File: src/hdl/bmf_pkg.sv
`default_nettype none
package bmf_pkg;

  localparam int SAMPLE_W = 16;
  localparam int WC_W     = 5;

  localparam logic [WC_W-1:0] WC_RESET = WC_W'(11);

  typedef logic signed [SAMPLE_W-1:0] sample_t;
  typedef logic [WC_W-1:0]            wcount_t;

endpackage
`default_nettype wire

File: src/hdl/bmf_insert_unit.sv
`default_nettype none
// Sorted sample store: insertion by one read/compare step at a time,
// then an optional read of the median entry.
module bmf_insert_unit import bmf_pkg::*; #(
  parameter int MAX_WINDOW = 31,
  localparam int AW = (MAX_WINDOW > 1) ? $clog2(MAX_WINDOW) : 1
) (
  input  wire logic          clk,
  input  wire logic          rst_n,
  input  wire logic          start,
  input  wire sample_t       key,
  input  wire logic [AW-1:0] pos,
  input  wire logic          close,
  input  wire logic [AW-1:0] med_addr,
  output logic               idle,
  output logic               res_valid,
  output sample_t            res_data,
  input  wire logic          take
);

  typedef enum logic [4:0] {
    S_IDLE = 5'b00001,
    S_RD   = 5'b00010,
    S_CMP  = 5'b00100,
    S_MRD  = 5'b01000,
    S_MOUT = 5'b10000
  } state_t;

  state_t          state_r, state_nxt;
  sample_t         key_r, key_nxt;
  logic [AW-1:0]   j_r, j_nxt;
  logic            close_r, close_nxt;
  logic [AW-1:0]   med_r, med_nxt;

  sample_t         mem [MAX_WINDOW];
  sample_t         rdata_r;
  logic            we, re;
  logic [AW-1:0]   waddr, raddr;
  sample_t         wdata;

  always_ff @(posedge clk) begin
    if (we) begin
      mem[waddr] <= wdata;
    end
    if (re) begin
      rdata_r <= mem[raddr];
    end
  end

  always_comb begin
    state_nxt = state_r;
    key_nxt   = key_r;
    j_nxt     = j_r;
    close_nxt = close_r;
    med_nxt   = med_r;
    we        = 1'b0;
    re        = 1'b0;
    waddr     = j_r;
    raddr     = j_r - AW'(1);
    wdata     = key_r;
    case (state_r)
      S_IDLE: begin
        if (start) begin
          key_nxt   = key;
          j_nxt     = pos;
          close_nxt = close;
          med_nxt   = med_addr;
          state_nxt = S_RD;
        end
      end
      S_RD: begin
        if (j_r == '0) begin
          we        = 1'b1;
          state_nxt = close_r ? S_MRD : S_IDLE;
        end else begin
          re        = 1'b1;
          state_nxt = S_CMP;
        end
      end
      S_CMP: begin
        we = 1'b1;
        if (rdata_r > key_r) begin
          wdata     = rdata_r;
          j_nxt     = j_r - AW'(1);
          state_nxt = S_RD;
        end else begin
          state_nxt = close_r ? S_MRD : S_IDLE;
        end
      end
      S_MRD: begin
        re        = 1'b1;
        raddr     = med_r;
        state_nxt = S_MOUT;
      end
      S_MOUT: begin
        if (take) begin
          state_nxt = S_IDLE;
        end
      end
      default: begin
        state_nxt = S_IDLE;
      end
    endcase
  end

  always_ff @(posedge clk) begin
    if (!rst_n) begin
      state_r <= S_IDLE;
    end else begin
      state_r <= state_nxt;
    end
    key_r   <= key_nxt;
    j_r     <= j_nxt;
    close_r <= close_nxt;
    med_r   <= med_nxt;
  end

  assign idle      = (state_r == S_IDLE);
  assign res_valid = (state_r == S_MOUT);
  assign res_data  = rdata_r;

endmodule
`default_nettype wire

File: config.mk
export PLATFORM = sky130hd
export DESIGN_NAME = bmf_insert_unit
export DESIGN_NICKNAME = d
export VERILOG_FILES = /design/src/hdl/bmf_pkg.sv /design/src/hdl/bmf_insert_unit.sv
export SDC_FILE = /design/constraint.sdc
export NUM_CORES = 1
export LEC_CHECK = 0
export CORE_AREA = 2 2 204 206
export CTS_CLUSTER_SIZE = 40
export DETAILED_ROUTE_END_ITERATION = 10
export DIE_AREA = 0 0 206 208
export DONT_BUFFER_PORTS = 1
export PLACE_DENSITY_LB_ADDON = 0.15
export SLEW_MARGIN = 10
export SYNTH_ARGS = -nofsm -noshare
export SYNTH_HDL_FRONTEND = slang
export SYNTH_SLANG_ARGS = --single-unit
File: constraint.sdc
create_clock -name clk -period 6 [get_ports clk]
set_input_delay 0.6 -clock clk [delete_from_list [all_inputs] [get_ports clk]]
set_output_delay 0.6 -clock clk [all_outputs]
set_load 0.01 [all_outputs]
Yosys cells after proc, flatten, opt, wreduce, memory -nomap -nowiden. Memory sizes are Yosys's and may differ from the RTL's. A register that Yosys moved wholly into a read port is not among the register bits. Cells that the tools add are included.

Flip-flop bits (word level): 32. ROM bits: 0. RAM bits: 496. Output and inout bits: 18. Memories kept: 1. Bits of input ports: 31. Latch bits: 0. Logic and storage cells: 39.

Memories: mem (words 31, width 16, read ports 1, clocked after memory_dff 1, write ports 1, RTL line bmf_insert_unit.sv:35) `sample_t mem [MAX_WINDOW];`.

Equality and inequality tests: 8. Shifts and indexed selects: 0. Bitwise logic cells: 0. Add/sub/neg operators: 1. Reductions and logical operators: 5. Multiply operators: 0. Div/mod/pow operators: 0. Order comparisons: 1. Muxes and demuxes: 18.

Operators by type and width (number): two-way mux 16 bit (2); two-way mux 5 bit (5); one-hot mux 5 bit (5 select lines) (1); greater-than comparator 16 bit (1); two-way mux 4 bit (3); one-hot mux 5 bit (2 select lines) (1); equality test 5 x 1 -> 1 bit, second input constant (1); equality test 5 x 2 -> 1 bit, second input constant (1); equality test 5 x 3 -> 1 bit, second input constant (1); equality test 5 x 4 -> 1 bit, second input constant (1); equality test 5 bit, second input constant (1); logical NOT 5 bit (1); subtractor 5 x 1 -> 5 bit, second input constant (1); two-way mux 1 bit (4); != test 2 bit, second input constant (2); one-hot mux 1 bit (2 select lines) (2); AND reduction 2 bit (2); AND reduction 3 bit (1); != test 2 x 1 -> 1 bit, second input constant (1); nonzero test 2 bit (1).

Logic depth before layout (Yosys ltp). Gate-level depths: netlist (run 1).

Depth in word-level cells: 5. Mapped depth: 13. Depth with buffers taken out: 10.

Worst setup path after synthesis (run 1). Ideal clock, no wire load.

Kind: flip-flop to flip-flop. From: register rdata_r[1], in the netlist res_data[1] (read register of mem). To: memory mem[0][15] (netlist name) (data pin). Library setup time: 0.446 ns. Arrival time: 3.535 ns. Required time: 5.554 ns. Path buffers: 2. Clock period less this slack: 3.982 ns. Cell stages (with the launch flop): 11. Slack: 2.018 ns. Cell sequence: edfxtp_1 ha_1 nor2b_1 o21a_1 o21ai_0 a211oi_1 or4_1 and3_1 clkbuf_1 clkbuf_1 o21ai_0.

Cells in the longest elaborated chain, start to end: 3.

RTL lines: start: declaration (RTL line bmf_insert_unit.sv:36) `sample_t rdata_r;`; greater-than comparator 16 bit (RTL line bmf_insert_unit.sv:82) `if (rdata_r > key_r) begin`; two-way mux 16 bit (RTL line bmf_insert_unit.sv:82); two-way mux 16 bit (RTL line bmf_insert_unit.sv:61) `case (state_r)`; via wdata[15] (RTL line bmf_insert_unit.sv:39) `sample_t wdata;`; end: declaration (RTL line bmf_insert_unit.sv:35).

The timed path passes the listed nets, and every way through them passes these cells.

Final worst setup path (run 1).
From: register j_r[0]. To: register rdata_r[15], in the netlist res_data[15] (read register of mem) (data pin).

Cells in the longest elaborated chain, start to end: 3. Elaborated cells between the ends (all ways): 5. Classes of those cells: add/sub (1); mux (3); reduce/logical (1).

RTL lines: start: declaration (RTL line bmf_insert_unit.sv:31) `logic [AW-1:0] j_r, j_nxt;`; start signal: assignment (RTL line bmf_insert_unit.sv:113) `j_r <= j_nxt;`; parallel branches: the longest is 3 deep, another holds subtractor 5 x 1 -> 5 bit.

Several ways; the timed one is not identified. A chain may end at the register's enable or synchronous reset.

==> results.toml, run 1 <==
[place]
dpl.hpwl_mm = 34.6
dp_worst_setup_slack_ns = 2.14
globalplace.congestion = 0.874
place_area_um2 = 22900
numPortBuffers = 0

[synth]
synth_edf_count = 539
syn_area_um2 = 22000
synth_top_area_share_pct = 73.4
synth_seq_area_share_pct = 73.9
ys.flop_type = "edfxtp_1"
ys_async_sr_fraction_pct = 0
ys_warn_count = 0
yosysTopAreaCell = "edfxtp_1"
synth_nets = 1773
yosys-top-cells-area = "edfxtp_1, nand2_1, nand3_1"
synth_seq_cells = 544
postSynthAreaPerCell_um2 = 12.8
synthCells = 1721
synthDistinctLibCells = 46

[clocking]
clk_pin_slew_ns = 0.06
cts_tree = "built"
cts_num_sinks = 544
cts_made_buffers = 55
post_cts_buffers = 0
cts_max_path_buffers = 3
htreeDepth = 2
clk_latency_ns = 0.61
cts_resized = 0
hold_buffers = 0
cts-root-buf = "clkbuf_16"

[timing]
fin_skew_ns = 0.0250
worst_slew_pin_slew_ns = 1.05
rsz0062_at_grt = "false"
hold_ws_ns = 0.0855
fin_crit_ns = 3.93
slew_violations = 0
tns_ns = 0
fmax_mhz = 255
timing.slew.headroom_pct = 30.0
min_period_over_period_pct = 65.5
setup_viol = 0
timing_hold_violations_final = 0
setup_ws_ns = 2.07

[global_route]
antenna_found_initial = 0
grt_pass1_wl_mm = 87.2
first_global_vias = 13500
track_usage_pct = 27.8
grt_max_degree = 78
grt-ovfl-total = 0

[final_layout]
fill_cells = 3064
final_area_um2 = 24500
utilization_pct = 60.5
nets = 1795
final_layout_size_suffix_gt1_share_pct = 10.5
area_growth_pct = 11.3
antenna_cells = 0

[worst_setup_path]
rr_worst_depth = 11
cp.required_ns = 6.46
regToRegSetupSlack_ns = 2.07
crit_type = "reg -> reg"
worst_r2r_endpoint = "res_data[15]"
crit_fanout = 76
r2r_start = "j_r[0]"
worstPathArrival_ns = 4.39
startpoint_type = "flop"
setup.worst_path.end_class = "flop"

[die]
start_util_pct = 54.4
rows = 74
core-area_um2 = 40600
die_h_um = 208
die_width_um = 206
fp.dieArea_um2 = 42800
io_pins = 49

[detailed_routing]
drt_iter0_markers = 1709
routed_wl_mm = 58.7
vias = 14000
ant_nets = 0
post_drt_via_cell_ratio = 6.06
drc_errors = 0
drt_first_pass_iters = 5
avgRoutedWirePerCell_um = 25.4

[pwr]
power_leakage_nw = 8.59
p_per_area_nw_per_um2 = 442
ir_worst_vdd_uv = 256

[min_path]
holdPathStages = 0
min_to = "key_r[6]"
hp-start = "key[6]"
hp-class = "in -> reg"

[outcome]
status = "completed"

[run]
drv_cap = 0
## registers in the layout, summed over array words and instances (netlist names)
| register | cells |
|---|---|
| state_r | 5 |
| res_data | 16 |
| close_r | 1 |
| key_r | 16 |
| j_r | 5 |
| med_r | 5 |
| mem | 496 |
## kinds of logic (layout without fill, tap and decap cells)
family	Yosys count	in the layout	share of synthesized area, %
XOR/XNOR	3	3	0.119
AND/OR/NAND/NOR	796	796	16.4
adder cells (fa/ha/maj)	21	21	1.19
AO/OA/AOI/OAI	228	228	5.66
flip-flops	544	544	73.9
multiplexers	7	7	0.352
buffers and inverters	122	185	2.45
## through the flow
step | power, mW | cells
finish | 10.9 | 2316
global route | 11.3 | 2316
CTS | 10.9 | 2316
detailed placement | 7.69 | 2218
global placement | 7.65 | 2218
floorplan | 6.61 | 1721
## final cells by class
class,instances,area (µm²),share of cell area (%)
Clock buffer,67,1460,5.96
Timing Repair Buffer,61,483,1.97
Clock inverter,31,214,0.872
Multi-Input combinational cell,1055,5340,21.7
Sequential cell,544,16300,66.4
Inverter,26,97.6,0.398
Tap cell,532,666,2.71
## worst max-delay path, stage by stage (launching register included)
cell	delay [ns]
edfxtp_1	0.48
inv_1	0.13
ha_1	0.24
xnor2_1	0.16
o21ai_2	0.14
o21a_4	0.57
buf_4	0.76
nand2_1	0.11
nand3_1	0.12
a21oi_1	0.15
or4_1	0.70
nor3_2	0.15
## routing by layer
metal	GRT usage [%]	up-vias	part of all wire [%]
li1	-	6289	-
met1	39.7	6972	41
met2	41.7	673	46
met3	6.63	106	10
met4	10.3	0	3.5
met5	0	-	0
## Yosys cell counts, types with 2 or more instances
cell      count
a211oi_1     16
o21a_1        3
buf_4         7
a21o_1        6
ha_1         21
buf_2        44
and3_1       48
nand4_1      20
buf_1        11
nor3b_1       2
or2_2         2
nor2b_1       2
edfxtp_1    539
xnor2_1       2
nor3_2       19
o21ai_0      53
nor3_1        8
or3b_2        2
inv_1        26
nand3_1     147
dfxtp_1       5
mux2i_1       4
clkbuf_1     34
o21ai_2       3
nand2_1     475
mux2_2        2
a31oi_1       4
nor2_1       43
a21oi_1     131
nand3b_1      6
o21ai_1       3
or4_1        16
a32oi_1       2
a22oi_1       3
## report_power, final
group / internal (mW) / leakage, nW / switching, mW
Combinational: 0.779 / 2.87 / 2.19
Sequential: 4.55 / 4.90 / 0.110
Clock: 1.85 / 0.829 / 1.38
## placed cells by master, fill, tap and decap left out, types with 26 or more instances in the layout
cell type,n
a21oi_1,130
and3_1,48
buf_4,59
clkbuf_16,57
edfxtp_1,539
inv_1,26
nand2_1,475
nand3_1,147
nor2_1,42
o21ai_0,38
## worst max path at each step
stage / startpoint / endpoint / depth (start not counted)
floorplan: res_data[1] / mem[0][15] / 10
global placement: j_r[0] / res_data[15] / 11
detailed placement: j_r[0] / res_data[15] / 11
CTS: j_r[0] / res_data[12] / 11
global route: j_r[0] / res_data[11] / 11
finish: j_r[0] / res_data[15] / 11
No activity file was read; power rests on OpenSTA's default activity.
==> inputs of run 2 (changes only) <==
==> constraint.sdc (replaced) <==
create_clock -name clk -period 3.9 [get_ports clk]
set_input_delay 0.39 -clock clk [delete_from_list [all_inputs] [get_ports clk]]
set_output_delay 0.39 -clock clk [all_outputs]
set_load 0.01 [all_outputs]
==> results.toml, run 2 (same netlist as run 1, synthesis figures left out) <==
[outcome]
status = "completed"

[worst_setup_path]
crit_fanout = 18
startpoint_type = "flop"
worstPathArrival_ns = 4.20
critPathMaxStageDelay_ns = 0.80
crit_family = "compound AO/OA/AOI/OAI gates"
cp.required_ns = 4.34
crit_chain = "ha_1 > nor2b_1 > o21a_1 > o21ai_0 > a211oi_1 > or4_1 > and3_1 > buf_4 > o21ai_2 > buf_4"
setup.worst_path.end_class = "flop"
regToRegSetupSlack_ns = 0.14
worst_path_max_delay_cell = "o21ai_2"
cp_common_cell = "buf_4"
crit_type = "reg -> reg"
path_buf_inv = 2

[place]
dp_worst_setup_slack_ns = 0.200
place_inst = 2231
numPortBuffers = 0
dpl.hpwl_mm = 33.7
globalplace.congestion = 0.909

[pwr]
power.share.switching_pct = 33.6
power_frac_comb_pct = 28.3
p_per_area_nw_per_um2 = 675
power_leakage_nw = 8.78
p_int_mw = 11.2
p_clk_share_pct = 29.4
power.total_mw = 16.9
switchingPower_mw = 5.67
power_frac_seq_pct = 42.3
ir_worst_vdd_uv = 365

[timing]
timing.slew.headroom_pct = 11.0
rsz0062_at_grt = "false"
fin_crit_ns = 3.76
hold_ws_ns = 0.0326
worst_slew_pin_slew_ns = 1.33
fmax_mhz = 266
setup_viol = 0
timing_hold_violations_final = 0
fin_skew_ns = 0.0150
min_period_over_period_pct = 96.5
slew_violations = 0
setup_ws_ns = 0.137

[final_layout]
area_growth_pct = 13.3
final_common_cell = "edfxtp_1"
multiInputGateArea_um2 = 5330
final_layout_size_suffix_gt1_share_pct = 10.8
layout_common_cells = "edfxtp_1, nand2_1, nand3_1"
fin_cells = 2353
largest_reg_flops = 496
utilization_pct = 61.6
nets = 1835
largest-register = "mem"
seq_area_um2 = 16300
fill_cells = 3106

[die]
io_pins = 49
fp.dieArea_um2 = 42800
die_width_um = 206
start_util_pct = 54.4
rows = 74
die_h_um = 208
core-area_um2 = 40600

[clocking]
cts-root-buf = "clkbuf_16"
cts_max_path_buffers = 3
cts_resized = 0
hold_buffers = 27
post_cts_buffers = 0
htreeDepth = 2
clk_latency_ns = 0.61
clk_pin_slew_ns = 0.06
cts_num_sinks = 544
cts_made_buffers = 55
cts_tree = "built"

[detailed_routing]
post_drt_via_cell_ratio = 5.91
routed_wl_mm = 57.0
drt_first_pass_iters = 7
ant_nets = 0
drt_iter0_markers = 1308
drc_errors = 0
vias = 13900
avgRoutedWirePerCell_um = 24.2

[global_route]
antenna_found_initial = 0
grt_max_degree = 78
first_global_vias = 13400
grt-ovfl-total = 0
grt_pass1_wl_mm = 84.6
track_usage_pct = 26.9

[min_path]
hp-class = "in -> reg"

[run]
drv_cap = 0
==> run 2: cell count changes in the layout (fill, tap and decap cells not counted), sizes merged <==
| cell | change |
|---|---|
| dlygate4sd3 | +27 |
| clkbuf | +3 |
| diode | +2 |
| buf | +13 |
| clkinv | -11 |
| inv | +3 |
==> run 2: per-layer routing <==
layer	GRT usage, %	vias to the layer above	share of wire (%)
met4	9.95	0	3.4
li1	-	6378	-
met2	42.8	504	48
met3	5.14	92	7.4
met5	0	-	0
met1	36.9	6940	41
==> run 2: worst register-to-register path, stage by stage (launching register included) <==
cell      delay [ns]
edfxtp_1        0.50
ha_1            0.35
nor2b_1         0.14
o21a_1          0.16
o21ai_0         0.15
a211oi_1        0.11
or4_1           0.57
and3_1          0.26
buf_4           0.21
o21ai_2         0.80
buf_4           0.36
==> run 2: cell type report <==
class / instances / share of cell area (%)
clock buffers: 70 / 5.89
diodes: 2 / 0.0200
flip-flops and latches: 544 / 65.2
clock inverters: 23 / 0.741
well taps: 532 / 2.66
inverters: 26 / 0.391
multi-input cells: 1055 / 21.3
repair buffers: 101 / 3.76
==> run 2: path summary, 6_finish.rpt <==
kind / to / startpoint / cells past startpoint
max: mem[10][1] / res_data[1] / 10
min: j_r[2] / pos[2] / 2
max reg2reg: mem[10][1] / res_data[1] / 10
min reg2reg: state_r[0] / close_r / 1
==> run 2: metrics by stage <==
stage,TNS [ns],instance area (µm²)
3_5_place_dp,0,23100
2_1_floorplan,-32.29,22000
4_1_cts,0,25000
6_report,0,25000
3_3_place_gp,0,23100
5_1_grt,0,25000
==> run 2: power groups by stage <==
stage,sequential (mW),clock [mW],combinational (mW)
after floorplan,7.22,0,2.95
after global placement,7.25,0,4.69
after detailed placement,7.26,0,4.73
after CTS,7.14,5.02,4.78
after global routing,7.15,5.26,5.18
final,7.14,4.95,4.77
==> inputs of run 3 (changes only) <==
--- a/config.mk
+++ b/config.mk
@@ -5,11 +5,13 @@
 export SDC_FILE = /design/constraint.sdc
 export NUM_CORES = 1
 export LEC_CHECK = 0
-export CORE_AREA = 2 2 204 206
+export ABC_AREA = 1
+export CORE_AREA = 2 2 207 209
 export CTS_CLUSTER_SIZE = 40
 export DETAILED_ROUTE_END_ITERATION = 10
-export DIE_AREA = 0 0 206 208
+export DIE_AREA = 0 0 209 211
 export DONT_BUFFER_PORTS = 1
+export GPL_TIMING_DRIVEN = 0
 export PLACE_DENSITY_LB_ADDON = 0.15
 export SLEW_MARGIN = 10
 export SYNTH_ARGS = -nofsm -noshare
==> results.toml, run 3 <==
[pwr]
p_clk_share_pct = 30.6
ir_worst_vdd_uv = 396
power.share.switching_pct = 33.8
power_leakage_nw = 9.93
p_int_mw = 10.8
p_per_area_nw_per_um2 = 615
power.total_mw = 16.3
power_frac_seq_pct = 41.5
power_frac_comb_pct = 27.9
switchingPower_mw = 5.49

[detailed_routing]
drt_iter0_markers = 1881
drt_first_pass_iters = 6
ant_nets = 0
vias = 15300
post_drt_via_cell_ratio = 5.80
drc_errors = 0
routed_wl_mm = 62.2
avgRoutedWirePerCell_um = 23.5

[timing]
fin_crit_ns = 3.56
worst_slew_pin_slew_ns = 0.915
timing_hold_violations_final = 0
fmax_mhz = 281
setup_viol = 0
fin_skew_ns = 0.0159
timing.slew.headroom_pct = 38.5
tns_ns = 0
hold_ws_ns = 0.0321
setup_ws_ns = 0.343
rsz0062_at_grt = "false"
slew_violations = 0
min_period_over_period_pct = 91.2

[global_route]
first_global_vias = 14700
grt-busiest-layer = "met2"
track_usage_pct = 28.6
use_met1_pct = 40.6
antenna_found_initial = 2
met3_usage_pct = 5.29
grt_pass1_wl_mm = 91.9
use_met2_pct = 45.0
grt-ovfl-total = 0
grt_max_degree = 32

[min_path]
hp-start = "pos[3]"
hp-class = "in -> reg"
holdPathStages = 2

[clocking]
clk_pin_slew_ns = 0.06
cts_num_sinks = 544
htreeDepth = 2
cts_made_buffers = 55
cts_max_path_buffers = 3
clk_latency_ns = 0.61
cts-root-buf = "clkbuf_16"
cts_tree = "built"

[synth]
synthCells = 1939
synth_compound_area_share_pct = 5.92
synthDistinctLibCells = 29
synth_mux_area_share_pct = 0
yosysTopAreaCell = "edfxtp_1"
synth-xor-area-share_pct = 0.115
synth-simple-area-share_pct = 17.0
synth_nets = 1991
netlist_top_cells_count = "nand2_1, edfxtp_1, nand3_1, inv_1, o211ai_1"
synthAdderAreaFrac_pct = 1.15
postSynthAreaPerCell_um2 = 11.8
ys_async_sr_fraction_pct = 0
ys_warn_count = 0
synth.most_common_cell = "nand2_1"
synth_top_area_share_pct = 70.9
syn_area_um2 = 22800
synth_top_family_by_area = "simple AND/OR/NAND/NOR gates"
synth_seq_cells = 544
yosys-top-cells-area = "edfxtp_1, nand2_1, nand3_1"
ys.flop_type = "edfxtp_1"
synth_edf_count = 539
synth_seq_area_share_pct = 71.3

[place]
numPortBuffers = 0
dp_worst_setup_slack_ns = -0.0568
dpl.hpwl_mm = 43.8
place_inst = 2514
place_area_um2 = 24400
globalplace.congestion = 1.06

[final_layout]
final_layout_size_suffix_gt1_share_pct = 11.4
fill_cells = 3174
antenna_cells = 0
area_growth_pct = 15.6
fin_cells = 2644
final_common_cell = "nand2_1"
nets = 2112
largest_reg_flops = 496
largest-register = "mem"
layout_common_cells = "nand2_1, edfxtp_1, nand3_1"
final_area_um2 = 26400
utilization_pct = 63.2
multiInputGateArea_um2 = 5760
seq_area_um2 = 16300

[die]
rows = 75
die_width_um = 209
start_util_pct = 54.7
fp.dieArea_um2 = 44100
core-area_um2 = 41800
io_pins = 49
die_h_um = 211

[worst_setup_path]
rr_worst_depth = 11
setup.worst_path.end_class = "flop"
worstPathArrival_ns = 3.90
r2r_start = "res_data[15]"
crit_type = "reg -> reg"
startpoint = "res_data[15]"
cp.required_ns = 4.24
crit_fanout = 18
startpoint_type = "flop"

[run]
drv_cap = 0

[outcome]
status = "completed"
run 3: routing by layer:
metal  wire (µm)  part of all wire (%)
met5           0                     0
met4        2060                   3.3
met3        5640                   9.1
met2       28900                    46
met1       25600                    41
run 3: repair_timing:
action,in CTS,in global routing
buffers inserted,0,0
resized for setup,1,0
hold buffers,28,0
setup endpoints to repair,31,0
hold endpoints to repair,31,0
run 3: cell type report:
class,count,area share (%)
plain buffers,107,2.04
repair buffers,64,3.64
clock inverters,26,0.625
inverters,131,1.86
multi-input cells,1157,21.8
clock buffers,76,5.78
well taps,539,2.55
flip-flops and latches,544,61.7
run 3: power groups by stage:
stage               Sequential (mW)  Combinational [mW]  Clock [mW]
CTS                            6.75                4.44        5.03
detailed placement             6.87                4.41           0
global placement               6.92                4.15           0
global route                   6.75                4.85        5.26
finish                         6.75                4.53        4.97
floorplan                      6.87                2.57           0
run 3: final timing paths:
| kind | endpoint | slack [ns] |
|---|---|---|
| worst max-delay path | mem[19][14] | 0.34 |
| worst min-delay path | j_r[3] | 0.03 |
| worst max register to register | mem[19][14] | 0.34 |
| worst min register to register | state_r[3] | 0.64 |
run 3: kinds of logic after synthesis:
logic type | Yosys count
adders and majority gates | 21
DFF | 544
AOI/OAI and AO/OA | 194
and+or+nand+nor | 939
xor gates and xnor gates | 3
buffers and inverters | 238
run 3: critical path, cell delays in order, from the launching register on:
cell,delay (ns)
edfxtp_1,0.48
ha_1,0.40
a21oi_1,0.17
o21ai_0,0.13
a21oi_1,0.20
nand2_1,0.08
nand2_1,0.06
nand3_1,0.19
nor2_1,0.39
clkbuf_2,0.55
o21ai_2,0.37
buf_8,0.27
